**src/rtl/tvi_pkg.sv**
```systemverilog
// ----------------------------------------------------------------------------
// tvi_pkg
// shared widths, step counts and status codes of the vegetation index pipeline
// ----------------------------------------------------------------------------
package tvi_pkg;

   localparam int SAMPLE_BITS   = 16;
   localparam int FRAC_BITS     = 15;
   localparam int NODATA_BITS   = 16;

   localparam int SUM_BITS      = SAMPLE_BITS + 1;
   localparam int REM_BITS      = SAMPLE_BITS + 2;
   localparam int DIV_STEPS     = FRAC_BITS + 1;
   localparam int QUO_BITS      = DIV_STEPS;
   localparam int RAD_BITS      = FRAC_BITS + 1;
   localparam int ROOT_BITS     = FRAC_BITS + 1;
   localparam int SQ_STEPS      = ROOT_BITS;
   localparam int SQ_IN_BITS    = 2 * ROOT_BITS;
   localparam int SQ_REM_BITS   = ROOT_BITS + 3;

   localparam int REQ_DATA_BITS = ((2 * SAMPLE_BITS + 7) / 8) * 8;
   localparam int RSP_DATA_BITS = ((ROOT_BITS + 7) / 8) * 8;

   localparam logic [QUO_BITS-1:0]  NDVI_MAX = QUO_BITS'((1 << FRAC_BITS) - 1);
   localparam logic [QUO_BITS-1:0]  NDVI_HALF = QUO_BITS'(1 << (FRAC_BITS - 1));
   localparam logic [ROOT_BITS-1:0] TVI_MAX = ROOT_BITS'(40132);

   typedef enum logic [1:0] {
      ST_OK      = 2'd0,
      ST_NODATA  = 2'd1,
      ST_NEGRAD  = 2'd2,
      ST_ZEROSUM = 2'd3
   } status_type;

endpackage

```
**src/rtl/tvi_pixel_index.sv**
```systemverilog
// ----------------------------------------------------------------------------
// tvi_pixel_index
// per pixel ndvi by a pipelined restoring divider, then tvi by a pipelined
// digit-by-digit square root, with no-data, zero-sum and negative flags
// ----------------------------------------------------------------------------
// pipeline: one register per quotient bit and per root bit plus input and
//   radicand stages between req transfer and rsp_tvalid
// throughput: one pixel per cycle; the whole pipeline holds while rsp stalls
// reset: synchronous, clears all stage valid bits and nodata value to zero
// ----------------------------------------------------------------------------
module tvi_pixel_index (
   input  logic                                clock,
   input  logic                                reset,
   input  logic                                req_tvalid,
   output logic                                req_tready,
   input  logic [tvi_pkg::REQ_DATA_BITS-1:0]   req_tdata,   // nir_sample, red_sample
   output logic                                rsp_tvalid,
   input  logic                                rsp_tready,
   output logic [tvi_pkg::RSP_DATA_BITS-1:0]   rsp_tdata,   // tvi_value
   output logic [1:0]                          rsp_tuser,   // status
   input  logic                                csr_valid,
   output logic                                csr_ready,
   input  logic [tvi_pkg::NODATA_BITS-1:0]     csr_data     // nodata_value
);

   localparam int DS = tvi_pkg::DIV_STEPS;
   localparam int SS = tvi_pkg::SQ_STEPS;

   logic                                  pipe_en;
   logic [tvi_pkg::NODATA_BITS-1:0]       nodata_ff;

   logic [tvi_pkg::SAMPLE_BITS-1:0]       nir;
   logic [tvi_pkg::SAMPLE_BITS-1:0]       red;
   logic [tvi_pkg::SUM_BITS-1:0]          sum;
   logic [tvi_pkg::SAMPLE_BITS-1:0]       diff;
   logic                                  neg;
   tvi_pkg::status_type                   in_stat;

   // divider stages
   logic                                  d_vld_ff  [0:DS];
   logic [tvi_pkg::REM_BITS-1:0]          d_rem_ff  [0:DS];
   logic [tvi_pkg::QUO_BITS-1:0]          d_quo_ff  [0:DS];
   logic [tvi_pkg::SUM_BITS-1:0]          d_sum_ff  [0:DS];
   logic                                  d_neg_ff  [0:DS];
   tvi_pkg::status_type                   d_stat_ff [0:DS];
   logic [tvi_pkg::REM_BITS-1:0]          d_rem_in  [1:DS];
   logic [tvi_pkg::QUO_BITS-1:0]          d_quo_in  [1:DS];

   // radicand stage
   logic [tvi_pkg::QUO_BITS-1:0]          mag;
   logic [tvi_pkg::QUO_BITS-1:0]          mag_sat;
   logic                                  negrad;
   logic [tvi_pkg::RAD_BITS-1:0]          rad;
   tvi_pkg::status_type                   rad_stat;

   // square root stages
   logic                                  s_vld_ff  [0:SS];
   logic [tvi_pkg::SQ_IN_BITS-1:0]        s_val_ff  [0:SS];
   logic [tvi_pkg::SQ_REM_BITS-1:0]       s_rem_ff  [0:SS];
   logic [tvi_pkg::ROOT_BITS-1:0]         s_root_ff [0:SS];
   tvi_pkg::status_type                   s_stat_ff [0:SS];
   logic [tvi_pkg::SQ_REM_BITS-1:0]       s_rem_in  [1:SS];
   logic [tvi_pkg::ROOT_BITS-1:0]         s_root_in [1:SS];

   assign pipe_en    = !s_vld_ff[SS] || rsp_tready;
   assign req_tready = pipe_en;
   assign csr_ready  = 1'b1;

   always_ff @(posedge clock) begin
      if (reset) begin
         nodata_ff <= '0;
      end else if (csr_valid && csr_ready) begin
         nodata_ff <= csr_data;
      end
   end

   // input stage: band sum, difference and early flags
   always_comb begin
      nir  = req_tdata[tvi_pkg::SAMPLE_BITS-1:0];
      red  = req_tdata[2*tvi_pkg::SAMPLE_BITS-1:tvi_pkg::SAMPLE_BITS];
      sum  = {1'b0, nir} + {1'b0, red};
      neg  = red > nir;
      diff = neg ? red - nir : nir - red;
      if (nir == nodata_ff) begin
         in_stat = tvi_pkg::ST_NODATA;
      end else if (sum == '0) begin
         in_stat = tvi_pkg::ST_ZEROSUM;
      end else begin
         in_stat = tvi_pkg::ST_OK;
      end
   end

   always_ff @(posedge clock) begin
      if (reset) begin
         d_vld_ff[0] <= 1'b0;
      end else if (pipe_en) begin
         d_vld_ff[0] <= req_tvalid;
      end
   end

   always_ff @(posedge clock) begin
      if (pipe_en) begin
         d_rem_ff[0]  <= tvi_pkg::REM_BITS'(diff);
         d_quo_ff[0]  <= '0;
         d_sum_ff[0]  <= sum;
         d_neg_ff[0]  <= neg;
         d_stat_ff[0] <= in_stat;
      end
   end

   // restoring divider, one quotient bit per stage
   for (genvar k = 0; k < DS; k++) begin : g_div
      logic                         ge;
      logic [tvi_pkg::REM_BITS-1:0] nrem;

      assign ge          = d_rem_ff[k] >= tvi_pkg::REM_BITS'(d_sum_ff[k]);
      assign nrem        = ge ? d_rem_ff[k] - tvi_pkg::REM_BITS'(d_sum_ff[k]) : d_rem_ff[k];
      assign d_rem_in[k+1] = {nrem[tvi_pkg::REM_BITS-2:0], 1'b0};
      assign d_quo_in[k+1] = {d_quo_ff[k][tvi_pkg::QUO_BITS-2:0], ge};

      always_ff @(posedge clock) begin
         if (reset) begin
            d_vld_ff[k+1] <= 1'b0;
         end else if (pipe_en) begin
            d_vld_ff[k+1] <= d_vld_ff[k];
         end
      end

      always_ff @(posedge clock) begin
         if (pipe_en) begin
            d_rem_ff[k+1]  <= d_rem_in[k+1];
            d_quo_ff[k+1]  <= d_quo_in[k+1];
            d_sum_ff[k+1]  <= d_sum_ff[k];
            d_neg_ff[k+1]  <= d_neg_ff[k];
            d_stat_ff[k+1] <= d_stat_ff[k];
         end
      end
   end

   // saturation, offset by one half and negative radicand check
   always_comb begin
      mag     = d_quo_ff[DS];
      mag_sat = (mag > tvi_pkg::NDVI_MAX) ? tvi_pkg::NDVI_MAX : mag;
      negrad  = d_neg_ff[DS] && (mag > tvi_pkg::NDVI_HALF);
      if (d_neg_ff[DS]) begin
         rad = tvi_pkg::RAD_BITS'(tvi_pkg::NDVI_HALF - mag);
      end else begin
         rad = tvi_pkg::RAD_BITS'(tvi_pkg::NDVI_HALF + mag_sat);
      end
      if (d_stat_ff[DS] != tvi_pkg::ST_OK) begin
         rad_stat = d_stat_ff[DS];
      end else if (negrad) begin
         rad_stat = tvi_pkg::ST_NEGRAD;
      end else begin
         rad_stat = tvi_pkg::ST_OK;
      end
      // flagged pixels take a zero radicand so the root comes out zero
      if (rad_stat != tvi_pkg::ST_OK) begin
         rad = '0;
      end
   end

   always_ff @(posedge clock) begin
      if (reset) begin
         s_vld_ff[0] <= 1'b0;
      end else if (pipe_en) begin
         s_vld_ff[0] <= d_vld_ff[DS];
      end
   end

   always_ff @(posedge clock) begin
      if (pipe_en) begin
         s_val_ff[0]  <= tvi_pkg::SQ_IN_BITS'({rad, {tvi_pkg::FRAC_BITS{1'b0}}});
         s_rem_ff[0]  <= '0;
         s_root_ff[0] <= '0;
         s_stat_ff[0] <= rad_stat;
      end
   end

   // digit-by-digit square root, one root bit per stage
   for (genvar k = 0; k < SS; k++) begin : g_sqrt
      logic                            ge;
      logic [tvi_pkg::SQ_REM_BITS-1:0] cur;
      logic [tvi_pkg::SQ_REM_BITS-1:0] trial;

      assign cur   = {s_rem_ff[k][tvi_pkg::SQ_REM_BITS-3:0],
                      s_val_ff[k][tvi_pkg::SQ_IN_BITS-1 -: 2]};
      assign trial = tvi_pkg::SQ_REM_BITS'({s_root_ff[k], 2'b01});
      assign ge    = cur >= trial;
      assign s_rem_in[k+1]  = ge ? cur - trial : cur;
      assign s_root_in[k+1] = {s_root_ff[k][tvi_pkg::ROOT_BITS-2:0], ge};

      always_ff @(posedge clock) begin
         if (reset) begin
            s_vld_ff[k+1] <= 1'b0;
         end else if (pipe_en) begin
            s_vld_ff[k+1] <= s_vld_ff[k];
         end
      end

      always_ff @(posedge clock) begin
         if (pipe_en) begin
            s_val_ff[k+1]  <= {s_val_ff[k][tvi_pkg::SQ_IN_BITS-3:0], 2'b00};
            s_rem_ff[k+1]  <= s_rem_in[k+1];
            s_root_ff[k+1] <= s_root_in[k+1];
            s_stat_ff[k+1] <= s_stat_ff[k];
         end
      end
   end

   assign rsp_tvalid = s_vld_ff[SS];
   assign rsp_tdata  = tvi_pkg::RSP_DATA_BITS'(s_root_ff[SS]);
   assign rsp_tuser  = s_stat_ff[SS];

   // flagged results carry a zero index
   a_flag_zero : assert property (@(posedge clock) disable iff (reset)
      rsp_tvalid && (rsp_tuser != tvi_pkg::ST_OK) |-> rsp_tdata == '0)
      else $error("flagged result with nonzero tvi");

   // root never exceeds sqrt(1.5) in the output format
   a_tvi_range : assert property (@(posedge clock) disable iff (reset)
      rsp_tvalid |-> rsp_tdata <= tvi_pkg::RSP_DATA_BITS'(tvi_pkg::TVI_MAX))
      else $error("tvi out of range");

   // a stalled pipeline keeps its middle stage
   a_stall_hold : assert property (@(posedge clock) disable iff (reset)
      !pipe_en && s_vld_ff[0] |=> s_vld_ff[0] && $stable(s_val_ff[0]))
      else $error("radicand stage lost during stall");

   // negative radicand only when red exceeds nir
   a_negrad_src : assert property (@(posedge clock) disable iff (reset)
      d_vld_ff[DS] && (rad_stat == tvi_pkg::ST_NEGRAD) |-> d_neg_ff[DS])
      else $error("negative radicand without negative difference");

endmodule

```
**config.mk**
```make
export PLATFORM = sky130hd
export DESIGN_NAME = tvi_pixel_index
export DESIGN_NICKNAME = d
export VERILOG_FILES = /design/src/rtl/tvi_pkg.sv /design/src/rtl/tvi_pixel_index.sv
export SDC_FILE = /design/constraint.sdc
export NUM_CORES = 2
export LEC_CHECK = 0
export BUFFER_PORTS_ARGS = -buffer_cell sky130_fd_sc_hd__buf_4
export CAP_MARGIN = 5
export CORE_UTILIZATION = 45
export CTS_CLUSTER_SIZE = 30
export DETAILED_ROUTE_END_ITERATION = 12
export SKIP_CTS_REPAIR_TIMING = 1
export SLEW_MARGIN = 20
export SYNTH_ARGS = -nofsm -noshare
export SYNTH_HDL_FRONTEND = slang
export SYNTH_SLANG_ARGS = --single-unit
```
**constraint.sdc**
```tcl
create_clock -name clock -period 66.3 [get_ports clock]
set_clock_uncertainty 0.1 [all_clocks]
set_input_delay 6.63 -clock clock [delete_from_list [all_inputs] [get_ports clock]]
set_output_delay 6.63 -clock clock [all_outputs]
set_load 0.005 [all_outputs]
```
== Word level (Yosys, flattened, before mapping) ==
Memories as Yosys holds them, arrays and structs flattened.
Index checks and enable logic that the tools add are counted.
Widths: inputs -> output; s select.
Storage, ports and cells
  memory bits (writable): 2091
  bits of input ports: 53
  logic and storage cells: 205
  flip-flop bits (word level): 16
  memories kept: 11
Cells by class
  equality and inequality tests: 1
  muxes and demuxes: 80
  $add $sub $neg: 37
  bitwise gates (word level): 34
  reduce and logical (&&, ||, !) cells: 6
  order comparisons: 35
Memories
  s_val_ff: words 17, bits a word 30, rd ports 16, clocked after memory_dff 0, wr ports 17, RTL line tvi_pixel_index.sv:58  | logic [tvi_pkg::SQ_IN_BITS-1:0] s_val_ff [0:SS];
  s_rem_ff: words 17, bits a word 19, rd ports 16, clocked after memory_dff 0, wr ports 17, RTL line tvi_pixel_index.sv:59  | logic [tvi_pkg::SQ_REM_BITS-1:0] s_rem_ff [0:SS];
  d_rem_ff: words 17, bits a word 18, rd ports 16, clocked after memory_dff 0, wr ports 17, RTL line tvi_pixel_index.sv:41  | logic [tvi_pkg::REM_BITS-1:0] d_rem_ff [0:DS];
  d_sum_ff: words 17, bits a word 17, rd ports 16, clocked after memory_dff 0, wr ports 17, RTL line tvi_pixel_index.sv:43  | logic [tvi_pkg::SUM_BITS-1:0] d_sum_ff [0:DS];
  d_quo_ff: words 17, bits a word 16, rd ports 17, clocked after memory_dff 0, wr ports 17, RTL line tvi_pixel_index.sv:42  | logic [tvi_pkg::QUO_BITS-1:0] d_quo_ff [0:DS];
  s_root_ff: words 17, bits a word 16, rd ports 17, clocked after memory_dff 0, wr ports 17, RTL line tvi_pixel_index.sv:60  | logic [tvi_pkg::ROOT_BITS-1:0] s_root_ff [0:SS];
  5 more memories
Operator list (number)
  $ge 19x18->1: 16
  $mux 19: 16
  $sub 19x18->19: 16
  $ge 18x17->1: 16
  $mux 17: 16
  $sub 17x17->17: 16
  $mux 16: 4
  $mux 1: 40
  $or 1x1->1: 34
  $gt 16x15->1 const B: 2
  $sub 16x16->16: 2
  $add 16x16->17: 1
  $logic_not 17->1: 1
  $add 15x16->16 const A: 1
  $eq 16x16->1: 1
  $gt 16x16->1: 1
  $sub 15x16->16 const A: 1
  $mux 2: 4
  $reduce_bool 2->1: 2
  $logic_and 1x1->1: 1
  $logic_not 1->1: 1
  $logic_or 1x1->1: 1

== Longest topological paths before layout ==
An unclocked memory read counts as a cell.
  depth after elaboration: 7
  gate-level depth with buffers: 12
  mapped depth without buffers: 11

== Least setup slack after synthesis ==
OpenSTA, ideal clock, no wires.
  path kind: input port to output port
  start: input port rsp_tready
  end: output port req_tready
  path slack: 24.225 ns
  cell stages on the path: 1
  arrival time: 35.345 ns
  path buffers: 0
  required time: 59.570 ns
  cell sequence: nand2b_1
Between the ends
  word-level cells in the longest chain between the ends: 1
Ends and longest elaborated chain
  start, declared: RTL line tvi_pixel_index.sv:18  | input logic rsp_tready,
  $logic_or 1x1->1: RTL line tvi_pixel_index.sv:65  | assign pipe_en = !s_vld_ff[SS] || rsp_tready;
  end, declared: RTL line tvi_pixel_index.sv:15  | output logic req_tready,
Every way passes these cells.

== Worst setup path after layout ==
Ends and elaborated chain as after synthesis.

==> impl_metrics.json <==
{
  "final-setup-viol-count": 0,
  "drt-total-wl_um": 125000,
  "drive_above_1_share": 0.0953,
  "num_io_pins": 74,
  "ant_nets": 0,
  "crit_path_end_kind": "primary output",
  "avgViaCountPerCell": 5.30,
  "grt_pass1_wl_um": 202000,
  "core-area_sq_mm": 0.144,
  "peakVddDrop_uv": 24.3,
  "maxCapViolations": 0,
  "hp-class": "reg2reg",
  "track_usage": 0.170,
  "synth-edff-count": 1240,
  "synth_ff_type": "edfxtp_1",
  "drc": 0,
  "grt_start_max_net_pins": 217,
  "min_period_ns": 13.98,
  "cts-root-buf": "clkbuf_16",
  "die_x_um": 384,
  "drtPass1Iterations": 5,
  "timing.final.crit_share": 0.211,
  "yosysSeqAreaShare": 0.572,
  "start_util": 0.455,
  "worst-setup-path-type": "in2out",
  "dr.first_iter.drc_count": 2110,
  "routedWlPerCell_um": 16.4,
  "clock_path_buffers": 3,
  "arrival_ns": 7.25,
  "syn_avg_cell_area_sq_um": 12.1,
  "hpwl_um": 90800,
  "yosysUniqueCellTypes": 92,
  "synthCells": 5417,
  "fillers": 12351,
  "grt_pass1_vias": 39951,
  "diodes": 0,
  "tightest_slew_ns": 1.11,
  "hold_ws_ns": 0.310,
  "place_congestion": 0.859,
  "port_buffers": 72,
  "htreeDepth": 4,
  "path_clk_slew_ns": 0.06,
  "dieArea_sq_mm": 0.147,
  "grt_setup_unrepaired": "false",
  "die_h_um": 384,
  "startpoint_type": "primary input",
  "num_rows": 139,
  "powerDensity_mw_per_mm2": 50.1,
  "cts_inserted_buffers": 142,
  "cts.sinks": 1256,
  "vias": 40147,
  "crit_required_ns": 59.57,
  "syn-cell-area_sq_mm": 0.0657,
  "syn_to_final_growth_pct": 11.2,
  "finalPower_mw": 3.66,
  "fmax_mhz": 71.5,
  "drv_slew": 0,
  "clk_latency_ns": 0.76,
  "final_nets": 6103,
  "p_leak_nw": 29.9,
  "fin_setup_tns_ns": 0,
  "status": "complete, no violations",
  "critical_path.max_fanout": 12,
  "finalHoldViolCount": 0,
  "max_slew_margin": 0.260,
  "ys_warn_count": 0,
  "async_flop_share": 0,
  "ys_seq_elements": 1256,
  "cts_tree": "built",
  "overflow": 0,
  "antenna_found_initial": 0
}
## power by group
part / switching (mW) / internal [mW] / leakage [nW] / total [mW]
sequential: 0.161 / 1.27 / 13.0 / 1.43
combinational: 0.796 / 0.676 / 14.8 / 1.47
clock: 0.310 / 0.448 / 2.18 / 0.758
total: 1.27 / 2.40 / 29.9 / 3.66
## metrics by stage
stage | setup slack, ns | std cells | cell area, sq um | util
floorplan | 24.23 | 5418 | 65700 | -
global placement | 52.29 | 7330 | 68500 | 0.475
detailed placement | 52.29 | 7330 | 68500 | 0.475
CTS | 52.29 | 7581 | 73000 | 0.506
global route | 52.28 | 7581 | 73000 | 0.506
finish | 52.32 | 7581 | 73000 | 0.506
## worst paths after layout
path / from / to / slack, ns / cells after the start
setup / recovery: rsp_tready / req_tready / 52.32 / 3
hold / removal: d_quo_ff[0][242] / d_quo_ff[0][259] / 0.31 / 0
setup reg to reg: s_vld_ff[16] / s_root_ff[0][244] / 61.89 / 5
hold reg to reg: d_quo_ff[0][242] / d_quo_ff[0][259] / 0.31 / 0
## cell usage in the layout (no fill, tap or decap), types with 101 or more instances in the layout
cell,n
edfxtp_1,1240
a21oi_1,285
o21ai_0,258
a21o_1,101
xnor2_1,213
mux2_2,171
nor3_1,156
xor2_1,139
nor2_1,353
ha_1,454
clkbuf_16,145
inv_1,574
nand2_1,310
## per-layer routing
| metal | track usage | share of wire | vias to the layer above |
|---|---|---|---|
| met4 | 0.0634 | 0.031 | 0 |
| met3 | 0.0253 | 0.033 | 231 |
| met1 | 0.201 | 0.42 | 19188 |
| li1 | - | - | 20139 |
| met2 | 0.308 | 0.51 | 589 |
| met5 | 0 | 0 | - |
## synth_stat cells (15+ instances only)
cell      instances  area share
mux2_2          171       0.029
a211o_1          22      0.0029
o21bai_1         33      0.0038
clkbuf_1         58      0.0033
o211ai_1         26      0.0030
buf_2            28      0.0021
a31oi_1          27      0.0026
a21o_1          101       0.012
xnor2_1         213       0.028
fa_1             25      0.0076
a211oi_1         32      0.0037
nand4_1          62      0.0059
xor2_1          139       0.019
ha_1            454       0.087
dfxtp_1          16      0.0049
nor2b_1          78      0.0074
edfxtp_1       1240        0.57
or2_2            15      0.0014
o21a_1          100       0.011
nand3b_1         28      0.0032
nand3_1          61      0.0046
nand2_1         310       0.018
o21ai_0         260       0.020
o31ai_1          39      0.0045
nor3_1          157       0.012
inv_1           574       0.033
mux2i_1          50      0.0076
nor3b_1          15      0.0017
and2_1           65      0.0062
nor2_1          353       0.020
nor4_1           39      0.0037
and3_1           33      0.0031
a21oi_1         286       0.022
nand2b_1         50      0.0048
or3_1            37      0.0035
## registers in the layout (all words and copies together), names as in the netlist
signal / count
d_neg_ff: 17
d_quo_ff: 136
d_rem_ff: 271
d_stat_ff: 34
d_sum_ff: 271
d_vld_ff: 17
nodata_ff: 16
s_rem_ff: 227
s_root_ff: 136
s_stat_ff: 34
s_val_ff: 80
s_vld_ff: 17
## final cells by class
cell class / count / area (sq um) / share of cell area
Clock inverter: 76 / 778 / 0.0107
Clock buffer: 175 / 3740 / 0.0512
Sequential cell: 1256 / 37600 / 0.514
Inverter: 574 / 2150 / 0.0295
Multi-Input combinational cell: 3494 / 25600 / 0.351
Tap cell: 1903 / 2380 / 0.0326
Timing Repair Buffer: 103 / 811 / 0.0111
## kinds of logic after synthesis
logic type                 count (synthesis)  share of synthesized area
DFF                                     1256                      0.572
adders and majority gates                479                     0.0941
xor gates and xnor gates                 352                     0.0470
muxes                                    221                     0.0369
AOI/OAI and AO/OA                       1089                      0.109
other                                      2                   0.000114
and+or+nand+nor                         1350                      0.102
buffers and inverters                    668                     0.0390
## critical path, cell delays in order
cell	delay, ns
buf_4	0.11
nand2b_4	0.26
buf_4	0.23
(Power assumes the default switching activity.)
